**config.mk**
```make
export PLATFORM = sky130hd
export DESIGN_NAME = worst_fit_free_list_allocator
export DESIGN_NICKNAME = d
export VERILOG_FILES = /design/src/sv/wff_pkg.sv /design/src/sv/wff_dp.sv /design/src/sv/wff_ctrl.sv /design/src/sv/worst_fit_free_list_allocator.sv
export SDC_FILE = /design/constraint.sdc
export NUM_CORES = 1
export LEC_CHECK = 0
export BUFFER_PORTS_ARGS = -buffer_cell sky130_fd_sc_hd__buf_2
export CORE_MARGIN = 1.5
export CORE_UTILIZATION = 40
export CTS_BUF_LIST = sky130_fd_sc_hd__clkbuf_4 sky130_fd_sc_hd__clkbuf_8 sky130_fd_sc_hd__clkbuf_16
export CTS_CLUSTER_SIZE = 24
export DETAILED_ROUTE_END_ITERATION = 8
export HOLD_SLACK_MARGIN = 0.05
export PLACE_DENSITY = 0.63
export SYNTH_ARGS = -nofsm -noshare
export SYNTH_HDL_FRONTEND = slang
export SYNTH_SLANG_ARGS = --single-unit
```
**constraint.sdc**
```tcl
create_clock -name clk -period 4.48 [get_ports clk]
set_input_delay 0.224 -clock clk [delete_from_list [all_inputs] [get_ports clk]]
set_output_delay 0.224 -clock clk [all_outputs]
set_load 0.1 [all_outputs]
```
**src/sv/wff_pkg.sv**
```systemverilog
// wff_pkg: shared types and constants for the worst-fit free-block allocator
// holds table entry layout, status codes, fsm states and the ctrl/datapath
// command and status structs; no dependencies
package wff_pkg;

  localparam int START_W = 24;
  localparam int LEN_W   = 16;

  typedef struct packed {
    logic [START_W-1:0] start;
    logic [LEN_W-1:0]   len;
  } entry_t;

  typedef enum logic [1:0] {
    ST_OK    = 2'd0,
    ST_EMPTY = 2'd1,
    ST_NOFIT = 2'd2,
    ST_FULL  = 2'd3
  } status_t;

  typedef enum logic [2:0] {
    S_IDLE,
    S_DECODE,
    S_HEAD,
    S_POP,
    S_INS_START,
    S_WALK,
    S_PUT,
    S_DONE
  } state_t;

  typedef enum logic [2:0] {
    RA_ZERO,
    RA_ONE,
    RA_CNT_M1,
    RA_IDX_P1,
    RA_IDX_M2
  } rd_sel_t;

  typedef enum logic {
    WA_IDX,
    WA_IDX_M1
  } wa_sel_t;

  typedef enum logic {
    WD_NEW,
    WD_RD
  } wd_sel_t;

  typedef enum logic [2:0] {
    IX_HOLD,
    IX_COUNT,
    IX_ONE,
    IX_INC,
    IX_DEC
  } idx_op_t;

  typedef enum logic [1:0] {
    CN_HOLD,
    CN_INC,
    CN_DEC
  } cnt_op_t;

  typedef struct packed {
    logic    latch_in;
    rd_sel_t rd_sel;
    logic    wr_en;
    wa_sel_t wa_sel;
    wd_sel_t wd_sel;
    idx_op_t idx_op;
    cnt_op_t cnt_op;
    logic    head_take;
    logic    res_load;
    status_t res_code;
    logic    grant_load;
    logic    out_load;
  } cmd_t;

  typedef struct packed {
    logic is_alloc;
    logic new_zero;
    logic full;
    logic empty;
    logic count_one;
    logic rd_less;
    logic rd_equal;
    logic idx_one;
    logic pop_last;
    logic out_busy;
  } sts_t;

endpackage

```
**src/sv/wff_dp.sv**
```systemverilog
// wff_dp: datapath of the allocator - table memory, entry count, walk index,
// working entry, result and output registers
// depends on wff_pkg; driven by commands from wff_ctrl
module wff_dp
  import wff_pkg::*;
#(
  parameter int TABLE_DEPTH = 16
) (
  input  logic               clk,
  input  logic               rst,
  input  cmd_t               cmd,
  output sts_t               sts,
  input  logic               opcode,
  input  logic [START_W-1:0] block_start,
  input  logic [LEN_W-1:0]   block_length,
  output logic               out_valid,
  input  logic               out_ready,
  output logic [1:0]         status,
  output logic [START_W-1:0] granted_start
);

  localparam int AW = (TABLE_DEPTH > 1) ? $clog2(TABLE_DEPTH) : 1;
  localparam int CW = $clog2(TABLE_DEPTH + 1);

  entry_t mem [TABLE_DEPTH];
  entry_t rd_q;
  entry_t new_e;
  logic   op_alloc;

  logic [CW-1:0] count;
  logic [AW-1:0] idx;

  status_t            res_status;
  logic [START_W-1:0] res_granted;

  logic [AW-1:0] rd_addr;
  logic [AW-1:0] wr_addr;
  entry_t        wr_data;

  always_comb begin
    case (cmd.rd_sel)
      RA_ZERO:   rd_addr = '0;
      RA_ONE:    rd_addr = AW'(1);
      RA_CNT_M1: rd_addr = AW'(count - CW'(1));
      RA_IDX_P1: rd_addr = idx + AW'(1);
      RA_IDX_M2: rd_addr = idx - AW'(2);
      default:   rd_addr = '0;
    endcase
  end

  assign wr_addr = (cmd.wa_sel == WA_IDX_M1) ? (idx - AW'(1)) : idx;
  assign wr_data = (cmd.wd_sel == WD_RD) ? rd_q : new_e;

  // table memory: one write port, one registered read port
  always_ff @(posedge clk) begin
    if (cmd.wr_en) begin
      mem[wr_addr] <= wr_data;
    end
    rd_q <= mem[rd_addr];
  end

  always_ff @(posedge clk) begin
    if (rst) begin
      count <= '0;
    end else begin
      case (cmd.cnt_op)
        CN_INC:  count <= count + CW'(1);
        CN_DEC:  count <= count - CW'(1);
        default: count <= count;
      endcase
    end
  end

  always_ff @(posedge clk) begin
    case (cmd.idx_op)
      IX_COUNT: idx <= AW'(count);
      IX_ONE:   idx <= AW'(1);
      IX_INC:   idx <= idx + AW'(1);
      IX_DEC:   idx <= idx - AW'(1);
      default:  idx <= idx;
    endcase
  end

  // working entry: request on entry, remainder after the head is granted
  always_ff @(posedge clk) begin
    if (cmd.latch_in) begin
      op_alloc    <= opcode;
      new_e.start <= block_start;
      new_e.len   <= block_length;
    end else if (cmd.head_take) begin
      new_e.start <= rd_q.start + START_W'(new_e.len);
      new_e.len   <= rd_q.len - new_e.len;
    end
  end

  always_ff @(posedge clk) begin
    if (cmd.res_load) begin
      res_status  <= cmd.res_code;
      res_granted <= cmd.grant_load ? rd_q.start : '0;
    end
  end

  always_ff @(posedge clk) begin
    if (rst) begin
      out_valid <= 1'b0;
    end else if (cmd.out_load) begin
      out_valid <= 1'b1;
    end else if (out_ready) begin
      out_valid <= 1'b0;
    end
  end

  always_ff @(posedge clk) begin
    if (cmd.out_load) begin
      status        <= res_status;
      granted_start <= res_granted;
    end
  end

  always_comb begin
    sts.is_alloc  = op_alloc;
    sts.new_zero  = (new_e.len == '0);
    sts.full      = (count == CW'(TABLE_DEPTH));
    sts.empty     = (count == '0);
    sts.count_one = (count == CW'(1));
    sts.rd_less   = (rd_q.len < new_e.len);
    sts.rd_equal  = (rd_q.len == new_e.len);
    sts.idx_one   = (idx == AW'(1));
    sts.pop_last  = ((CW'(idx) + CW'(1)) >= count);
    sts.out_busy  = out_valid && !out_ready;
  end

endmodule

```
**src/sv/wff_ctrl.sv**
```systemverilog
// wff_ctrl: sequencer for free, allocate, head pop and sorted insert walks
// depends on wff_pkg; issues commands to wff_dp and reads its status
module wff_ctrl
  import wff_pkg::*;
(
  input  logic clk,
  input  logic rst,
  input  logic in_valid,
  output logic in_ready,
  input  sts_t sts,
  output cmd_t cmd
);

  state_t state;
  state_t state_next;

  always_ff @(posedge clk) begin
    if (rst) begin
      state <= S_IDLE;
    end else begin
      state <= state_next;
    end
  end

  always_comb begin
    state_next = state;
    cmd        = '0;
    in_ready   = 1'b0;
    case (state)
      S_IDLE: begin
        in_ready = 1'b1;
        if (in_valid) begin
          cmd.latch_in = 1'b1;
          state_next   = S_DECODE;
        end
      end

      S_DECODE: begin
        cmd.res_load = 1'b1;
        cmd.res_code = ST_OK;
        if (!sts.is_alloc) begin
          if (sts.new_zero) begin
            state_next = S_DONE;
          end else if (sts.full) begin
            cmd.res_code = ST_FULL;
            state_next   = S_DONE;
          end else begin
            state_next = S_INS_START;
          end
        end else if (sts.empty) begin
          cmd.res_code = ST_EMPTY;
          state_next   = S_DONE;
        end else begin
          cmd.rd_sel = RA_ZERO;
          state_next = S_HEAD;
        end
      end

      // head entry is on the read port
      S_HEAD: begin
        if (sts.rd_less) begin
          cmd.res_load = 1'b1;
          cmd.res_code = ST_NOFIT;
          state_next   = S_DONE;
        end else begin
          cmd.res_load   = 1'b1;
          cmd.res_code   = ST_OK;
          cmd.grant_load = 1'b1;
          cmd.head_take  = 1'b1;
          if (sts.count_one) begin
            cmd.cnt_op = CN_DEC;
            state_next = sts.rd_equal ? S_DONE : S_INS_START;
          end else begin
            cmd.idx_op = IX_ONE;
            cmd.rd_sel = RA_ONE;
            state_next = S_POP;
          end
        end
      end

      // move entry idx down to idx-1
      S_POP: begin
        cmd.wr_en  = 1'b1;
        cmd.wa_sel = WA_IDX_M1;
        cmd.wd_sel = WD_RD;
        if (sts.pop_last) begin
          cmd.cnt_op = CN_DEC;
          state_next = sts.new_zero ? S_DONE : S_INS_START;
        end else begin
          cmd.idx_op = IX_INC;
          cmd.rd_sel = RA_IDX_P1;
        end
      end

      S_INS_START: begin
        cmd.idx_op = IX_COUNT;
        if (sts.empty) begin
          state_next = S_PUT;
        end else begin
          cmd.rd_sel = RA_CNT_M1;
          state_next = S_WALK;
        end
      end

      // entry idx-1 is on the read port; shift it up while shorter than new
      S_WALK: begin
        cmd.wr_en = 1'b1;
        if (sts.rd_less) begin
          cmd.wa_sel = WA_IDX;
          cmd.wd_sel = WD_RD;
          cmd.idx_op = IX_DEC;
          if (sts.idx_one) begin
            state_next = S_PUT;
          end else begin
            cmd.rd_sel = RA_IDX_M2;
          end
        end else begin
          cmd.wa_sel = WA_IDX;
          cmd.wd_sel = WD_NEW;
          cmd.cnt_op = CN_INC;
          state_next = S_DONE;
        end
      end

      S_PUT: begin
        cmd.wr_en  = 1'b1;
        cmd.wa_sel = WA_IDX;
        cmd.wd_sel = WD_NEW;
        cmd.cnt_op = CN_INC;
        state_next = S_DONE;
      end

      S_DONE: begin
        if (!sts.out_busy) begin
          cmd.out_load = 1'b1;
          state_next   = S_IDLE;
        end
      end

      default: begin
        state_next = S_IDLE;
      end
    endcase
  end

endmodule

```
**src/sv/worst_fit_free_list_allocator.sv**
```systemverilog
// worst_fit_free_list_allocator: top level of the worst-fit free-block table
// depends on wff_pkg, wff_ctrl and wff_dp
//
// Usage: the input channel (in_valid/in_ready) carries one request per beat:
// opcode 0 frees a block (block_start, block_length), opcode 1 allocates
// block_length from the largest free block. Every request yields exactly one
// beat on the output channel (out_valid/out_ready) with status (ok, table
// empty, no fit, table full) and granted_start (nonzero only on a granted
// allocate). The table is held sorted by length, largest first.
// One request is worked on at a time. The table sits in a memory with one
// read and one write port that is walked one entry per cycle. A free that
// is dropped or of zero length and an allocate on an empty table go from
// decode straight to the result; a stored free walks the table for its
// insert, and an allocate may walk it for the head pop and again to
// reinsert the remainder. The input is ready again in the cycle after the
// result is loaded.
// The result sits in an output register; while the receiver stalls, the next
// request may finish its work but is held in the result register meanwhile.
// Reset empties the table (entry count to zero) and drops any pending output;
// memory contents need no clearing since only counted entries are read.
module worst_fit_free_list_allocator
  import wff_pkg::*;
#(
  parameter int TABLE_DEPTH = 16
) (
  input  logic               clk,
  input  logic               rst,
  input  logic               in_valid,
  output logic               in_ready,
  input  logic               opcode,
  input  logic [START_W-1:0] block_start,
  input  logic [LEN_W-1:0]   block_length,
  output logic               out_valid,
  input  logic               out_ready,
  output logic [1:0]         status,
  output logic [START_W-1:0] granted_start
);

  cmd_t cmd;
  sts_t sts;

  wff_ctrl u_ctrl (
    .clk      (clk),
    .rst      (rst),
    .in_valid (in_valid),
    .in_ready (in_ready),
    .sts      (sts),
    .cmd      (cmd)
  );

  wff_dp #(
    .TABLE_DEPTH (TABLE_DEPTH)
  ) u_dp (
    .clk           (clk),
    .rst           (rst),
    .cmd           (cmd),
    .sts           (sts),
    .opcode        (opcode),
    .block_start   (block_start),
    .block_length  (block_length),
    .out_valid     (out_valid),
    .out_ready     (out_ready),
    .status        (status),
    .granted_start (granted_start)
  );

  // one request at a time: no new beat right after an accept
  a_one_at_a_time: assert property (@(posedge clk) disable iff (rst)
    (in_valid && in_ready) |=> !in_ready)
    else $error("input accepted while a request is in progress");

  // the table is never written while waiting for a request
  a_no_idle_write: assert property (@(posedge clk) disable iff (rst)
    in_ready |-> !cmd.wr_en)
    else $error("table write while idle");

  // a result never overwrites one the receiver has not taken
  a_no_overwrite: assert property (@(posedge clk) disable iff (rst)
    cmd.out_load |-> !(out_valid && !out_ready))
    else $error("output register overwritten while stalled");

  // a full table never takes an insert
  a_full_no_grow: assert property (@(posedge clk) disable iff (rst)
    sts.full |-> (cmd.cnt_op != CN_INC))
    else $error("entry count grows past the table depth");

endmodule

```
==> metrics.md, run 1 <==
| Metric | Value |
|---|---|
| Vias in the first global route | `24.2k` |
| Synth Flop Type | `edfxtp_1` |
| CTS buffer count | `83` |
| First-pass GRT wire length | `155,000 um` |
| Final core utilization | `46.4%` |
| Nets | `2,904` |
| Die W | `302 um` |
| Sequential fraction of the synthesis area | `64.6%` |
| Worst Skew | `0.0196 ns` |
| Status | `finished with violations` |
| Post-synth EDFFs | `737` |
| Peak supply drop | `0.750 mV` |
| FILL cells | `7,613` |
| Share of cells above drive strength 1 | `14.8%` |
| Post-Synthesis Cells | `2,784` |
| WL/cell | `25.7 um` |
| Final ANT Viol Nets | `0` |
| Seq. cell area | `23,100 um^2` |
| Post-route DRC | `18` |
| Hold Crit Class | `in2reg` |
| Count leader, synth | `edfxtp_1` |
| Post-CTS setup repair buffer count | `0` |
| Port bufs | `72` |
| Final wirelength | `104,000 um` |
| Post-DP HPWL | `58,600 um` |
| Gr usage total | `22.6%` |
| IO Pins | `73` |
| Max Clk Rate | `244 MHz` |
| Grt total ovfl | `0` |
| Vias | `25.1k` |
| Element type at the critical path start | `flop` |
| Synth area leader | `edfxtp_1` |
| Final Hold Fails | `0` |
| Power Dens Cells | `708 nW/um^2` |
| Share of the synthesized area in the top cell type | `61.9%` |
| Data arrival, critical path | `4.63 ns` |
| Hold buffer count at cts | `38` |
| Worst slew pin tran | `1.10 ns` |
| Most frequent cells after synthesis | `737 x edfxtp_1, 358 x inv_1, 324 x o211ai_1` |
| Antenna diodes | `0` |
| Setup TNS Final | `0 ns` |
| Crit share post-route | `91.3%` |
| CTS root buf | `clkbuf_16` |
| First-pass DRT Iterations | `7` |
| Clk sinks | `786` |
| Crit path kind | `reg2reg` |
| Pin count of the biggest net entering global routing | `111` |
| Worst-path maximum fanout | `89` |
| Die height | `302 um` |
| Largest cells by area after synthesis | `edfxtp_1 62%, o211ai_1 6.8%, o2111ai_1 4.0%` |
| Final Wtd Congestion | `0.870` |
| Initial cell density of the core | `40.4%` |
| Max Slew Vio Count | `0` |
| Worst EP required | `5.02 ns` |
| Yosys warnings | `0` |
| Mapped Nets | `2,878` |
| Violated checks | `DRC` |
| Async set-or-reset flop fraction in the synthesized netlist | `0%` |
| Setup violations, final | `0` |
| Worst-Skew Late Latency | `0.64 ns` |
| Synth-to-layout area growth | `14.7%` |
| Setup crit end kind | `flop` |
| Period minus WS final | `4.09 ns` |
| Post-synth cell types | `67` |
| Die footprint | `91,200 um^2` |
| MaxCap Viol Count | `0` |
| Post-CTS resize count | `0` |
| RSZ-0062 raised after global routing | `no` |
| Initial drt markers | `3,082` |
| Mean Syn Cell Area | `12.9 um^2` |
| Clock slew at reported path FFs | `0.06 ns` |
| Register-to-register path setup slack | `0.39 ns` |
| Multi-input logic area | `10,500 um^2` |
| Post-DR vias/cell | `6.21` |
| Core ar. | `88,500 um^2` |
| CTS tree | `yes` |
| Cell Rows | `109` |
| Register bit total from synthesis | `786` |
| H-tree Lvls | `3` |
| LEAKAGE | `14.2 nW` |
| Cell area after synthesis | `35,800 um^2` |
| Initial antenna violation count | `1` |
| Max Buffers Root-to-Sink | `3` |
| Rel. slew slack | `26.4%` |
-- logic make-up after synthesis --
logic type,share of synthesized area [%]
buf+inv,6.74
fa+ha+maj,1.76
simple gates,4.64
flops,64.6
xor+xnor,1.10
mux,1.34
compound gates,19.8
-- sequential cells by signal, summed over array words and instances (netlist names) --
signal / count
u_dp.count: 5
u_dp.rd_q: 40
u_dp.out_valid: 1
u_dp.mem: 640
u_dp.res_granted: 24
u_dp.op_alloc: 1
u_dp.new_e: 40
u_dp.idx: 4
u_dp.res_status: 2
u_dp.status: 2
u_ctrl.state: 3
u_dp.granted_start: 24
-- per-layer routing --
layer / global-route usage (%) / part of all wire, % / vias up
li1: - / - / 11000
met1: 32.4 / 43 / 12600
met2: 34.2 / 44 / 1336
met3: 4.22 / 9.7 / 244
met4: 8.44 / 3.4 / 2
met5: 0 / 0.011 / -
-- cell type report --
| cell class | instances | share of cell area, % |
|---|---|---|
| Clock buffer | 111 | 5.81 |
| Clock inverter | 42 | 1.03 |
| Inverter | 358 | 3.27 |
| Multi-Input combinational cell | 1382 | 25.5 |
| Sequential cell | 786 | 56.3 |
| Tap cell | 1165 | 3.55 |
| Timing Repair Buffer | 199 | 4.47 |
-- cells in the final DEF, fill, tap and decap left out, drive strengths merged, types with 9 or more instances in the layout --
cell,Yosys,layout
a21o,10,10
a21oi,214,214
and3,30,30
buf,71,161
clkbuf,187,111
clkinv,0,30
dfxtp,49,49
dlygate4sd3,0,38
edfxtp,737,737
ha,47,47
inv,358,363
mux2,39,39
nand2,59,59
nand2b,9,9
nand4,9,9
nor2,80,80
nor3,17,17
nor4,44,44
o2111ai,163,163
o211ai,324,324
o21a,9,9
o21ai,36,36
o311ai,158,158
xnor2,16,16
xor2,29,29
-- final timing paths --
| check | from | end | cells after the start |
|---|---|---|---|
| max | u_dp.new_e[13] | u_dp.rd_q[19] | 11 |
| min | block_start[2] | u_dp.new_e[18] | 3 |
| max reg2reg | u_dp.new_e[13] | u_dp.rd_q[19] | 11 |
| min reg2reg | u_dp.res_granted[23] | u_dp.granted_start[23] | 0 |
-- report_power, final --
group          internal (mW)  leakage, nW  switching [mW]
clock                   4.16         1.41            2.86
sequential              10.4         7.08           0.644
combinational           3.34         5.69            7.71
-- through the flow --
step	power, mW	area [um^2]	hold slack (ns)	worst slack [ns]	std cells
global route	30.3	41000	0.0841	0.249	4043
finish	29.1	41000	0.0856	0.388	4043
floorplan	18.1	35800	0.323	0.684	2784
detailed placement	21.9	37800	0.405	0.568	3852
global placement	21.6	37800	0.407	0.668	3852
CTS	29.0	41000	0.0509	0.539	4043
-- worst max-delay path: stages (launching register included) --
cell and delay (ns):
edfxtp_1 0.59, inv_1 0.09, ha_1 0.38, a21oi_1 0.09, o21ai_0 0.72, nor3_1 0.36
a211oi_4 0.45, buf_12 0.39, o2111ai_1 0.22, o211ai_1 0.15, a21oi_1 0.14, nor4_2 0.30
Power figures use the tool's default switching activity.
==> run 2: changes to the inputs <==
--- a/config.mk
+++ b/config.mk
@@ -12,7 +12,9 @@
 export CTS_CLUSTER_SIZE = 24
 export DETAILED_ROUTE_END_ITERATION = 8
 export HOLD_SLACK_MARGIN = 0.05
+export MAX_ROUTING_LAYER = met4
 export PLACE_DENSITY = 0.63
+export REMOVE_ABC_BUFFERS = 1
 export SYNTH_ARGS = -nofsm -noshare
 export SYNTH_HDL_FRONTEND = slang
 export SYNTH_SLANG_ARGS = --single-unit
==> run 2 against run 1 <==
Critical endpoint is now u_dp.rd_q[1]. The flow still finishes with violations (DRC). Die area stayed put. Largest power group is now combinational logic. Clock power is 3.3% lower. Non-clock buffer count is 4 higher. Critical path depth is 1 higher. Register-to-register slack worse by 0.08 ns.
==> metrics.md, run 2 (synthesized netlist as in run 1, its figures left out) <==
| Metric | Value |
|---|---|
| Period minus WS final | `4.18 ns (+0.0835 ns)` |
| Worst EP required | `5.00 ns (-0.02 ns)` |
| Core ar. | `88,500 um^2 (unchanged)` |
| Crit share post-route | `93.2% (+1.9 points)` |
| MaxCap Viol Count | `0 (unchanged)` |
| Die height | `302 um (unchanged)` |
| Cell Rows | `109 (unchanged)` |
| Element type at the critical path start | `flop` |
| Crit path kind | `reg2reg` |
| Clk sinks | `786 (unchanged)` |
| Grt total ovfl | `0 (unchanged)` |
| Top flop regs | `u_dp.mem (640), u_dp.new_e (40), u_dp.rd_q (40)` |
| Hold endpoint | `u_ctrl.state[0]` |
| Nets | `2,906 (+0.069%)` |
| Final Hold Fails | `0 (unchanged)` |
| Initial antenna violation count | `0 (-1)` |
| Worst-path maximum fanout | `72 (-19%)` |
| Synth-to-layout area growth | `14.4%` |
| Gr usage total | `23.2% (+0.59 points)` |
| Final ANT Viol Nets | `0 (unchanged)` |
| H-tree Lvls | `3 (unchanged)` |
| Post-DR vias/cell | `6.12 (-1.4%)` |
| Max reg flops | `640 (unchanged)` |
| Int Pwr | `17.7 mW (-0.95%)` |
| WL/cell | `25.6 um (-0.48%)` |
| Post-DP HPWL | `57,400 um (-2.1%)` |
| Net Sw Frac | `38.8% (+0.25 points)` |
| First-pass DRT Iterations | `8 (+1)` |
| FILL cells | `7,658 (+0.59%)` |
| P_sw | `11.2 mW (about the same)` |
| Vias in the first global route | `24.3k (+0.17%)` |
| Hold Crit Class | `in2reg` |
| LEAKAGE | `14.1 nW (-0.42%)` |
| Worst r2r path cells | `12 (+1)` |
| Hold Slack | `0.0905 ns (+0.00492 ns)` |
| Setup crit end kind | `flop` |
| Post-CTS setup repair buffer count | `0 (unchanged)` |
| Share of cells above drive strength 1 | `14.8% (-0.049 points)` |
| Comb pwr share | `38.5% (+0.5 points)` |
| Met1 Usage GRT | `31.0% (-1.4 points)` |
| Largest Register | `u_dp.mem` |
| Reg2reg end | `u_dp.rd_q[1]` |
| Vias | `24.7k (-1.5%)` |
| Final wirelength | `103,000 um (-0.58%)` |
| First-pass GRT wire length | `155,000 um (about the same)` |
| Initial drt markers | `2,964 (-3.8%)` |
| Reg2Reg Launch Point | `u_dp.idx[1]` |
| Setup violations, final | `0 (unchanged)` |
| Max Buffers Root-to-Sink | `3 (unchanged)` |
| Grt met3 use | `4.35% (+0.13 points)` |
| Worst-Skew Late Latency | `0.64 ns (about the same)` |
| Port bufs | `72 (unchanged)` |
| Data arrival, critical path | `4.70 ns (+0.07 ns)` |
| Flop pwr share | `38.0% (+0.2 points)` |
| Setup TNS Final | `0 ns (unchanged)` |
| GR peak layer | `met2` |
| Initial cell density of the core | `40.4% (unchanged)` |
| Hold Crit Depth | `3 (unchanged)` |
| Worst slew pin tran | `1.03 ns (-0.0700 ns)` |
| IO Pins | `73 (unchanged)` |
| Post-CTS resize count | `0 (unchanged)` |
| Register-to-register path setup slack | `0.30 ns (-0.08 ns)` |
| Clock slew at reported path FFs | `0.06 ns (about the same)` |
| Rel. slew slack | `31.2% (+4.8 points)` |
| Pin count of the biggest net entering global routing | `156 (+41%)` |
| CTS tree | `yes` |
| Hold Startpoint | `in_valid` |
| Most frequent cells in the layout | `737 x edfxtp_1, 357 x inv_1, 324 x o211ai_1, 212 x a21oi_1, 162 x o2111ai_1` |
| CTS buffer count | `81 (-2.4%)` |
| RSZ-0062 raised after global routing | `no` |
| Die W | `302 um (unchanged)` |
| Max Clk Rate | `240 MHz (-2.0%)` |
| Final Wtd Congestion | `0.886 (+1.9%)` |
| Met2 global-route usage | `35.6% (+1.3 points)` |
| Violated checks | `DRC` |
| Die footprint | `91,200 um^2 (unchanged)` |
| Most common cell after layout, fill and taps aside | `edfxtp_1` |
| CTS root buf | `clkbuf_16` |
| Status | `finished with violations` |
| Clock share of power | `23.5% (-0.6 points)` |
| Post-route DRC | `8 (-10)` |
| Power Dens Cells | `706 nW/um^2 (-0.28%)` |
| Max Slew Vio Count | `0 (unchanged)` |
| Peak supply drop | `0.943 mV (+26%)` |
| Worst Skew | `0.0269 ns (+0.00726 ns)` |
| Antenna diodes | `0 (unchanged)` |
-- run 2: critical path, stage by stage, from the launching register on --
cell and delay (ns):
edfxtp_1 0.58, inv_1 0.21, ha_1 0.44, ha_1 0.32
a2111oi_0 0.12, o31a_2 0.43, a211oi_4 0.36, buf_12 0.35
buf_12 0.38, o2111ai_1 0.19, o211ai_1 0.14, a21oi_1 0.09
nor4_2 0.34
-- run 2: area by class of cell --
cell class / instances / area, um^2 / share of cell area, %
sequential: 786 / 23100 / 56.5
multi-input combinational: 1382 / 10500 / 25.6
clock buffer: 111 / 2350 / 5.75
timing repair buffer: 203 / 1850 / 4.52
tap: 1165 / 1460 / 3.56
inverter: 358 / 1340 / 3.28
clock inverter: 34 / 334 / 0.816
-- run 2: per-layer routing --
layer | up-vias | routed length [um]
met5 | - | 0
met4 | 0 | 3100
met3 | 219 | 9540
met2 | 1270 | 48000
met1 | 12300 | 42900
li1 | 11000 | -
-- run 2: how the worst max path moves through the flow --
stage          depth (start not counted)           from             to  slack, ns
2_1_floorplan                          6  u_dp.count[0]  u_dp.rd_q[38]     -13.78
3_3_place_gp                          12    u_dp.idx[1]  u_dp.rd_q[13]       0.62
3_5_place_dp                          12    u_dp.idx[1]   u_dp.rd_q[1]       0.42
4_1_cts                               12    u_dp.idx[1]   u_dp.rd_q[1]       0.41
5_1_grt                               12    u_dp.idx[1]   u_dp.rd_q[7]       0.15
6_report                              12    u_dp.idx[1]   u_dp.rd_q[1]       0.30
-- run 2: stage by stage --
step	total power [mW]	cell area [um^2]	utilization [%]	instances	setup slack [ns]
2_1_floorplan	17.3	34700	-	2526	-13.78
3_3_place_gp	21.6	37800	42.7	3852	0.617
3_5_place_dp	22.0	37800	42.7	3852	0.423
4_1_cts	28.8	40900	46.2	4039	0.406
5_1_grt	30.2	40900	46.2	4039	0.153
6_report	28.9	40900	46.2	4039	0.305
-- run 2: power by group through the flow --
stage / Sequential (mW) / Clock (mW) / Combinational, mW
after global placement: 11.1 / 0 / 10.5
after CTS: 11.0 / 6.90 / 11.0
final: 11.0 / 6.79 / 11.1
after floorplan: 10.9 / 0 / 6.47
after global routing: 11.0 / 7.17 / 12.0
after detailed placement: 11.1 / 0 / 10.9
-- run 2: timing repair --
action,CTS,global route
endpoints found under the hold margin,49,0
hold buffers,42,0
endpoints found under the setup margin,0,0
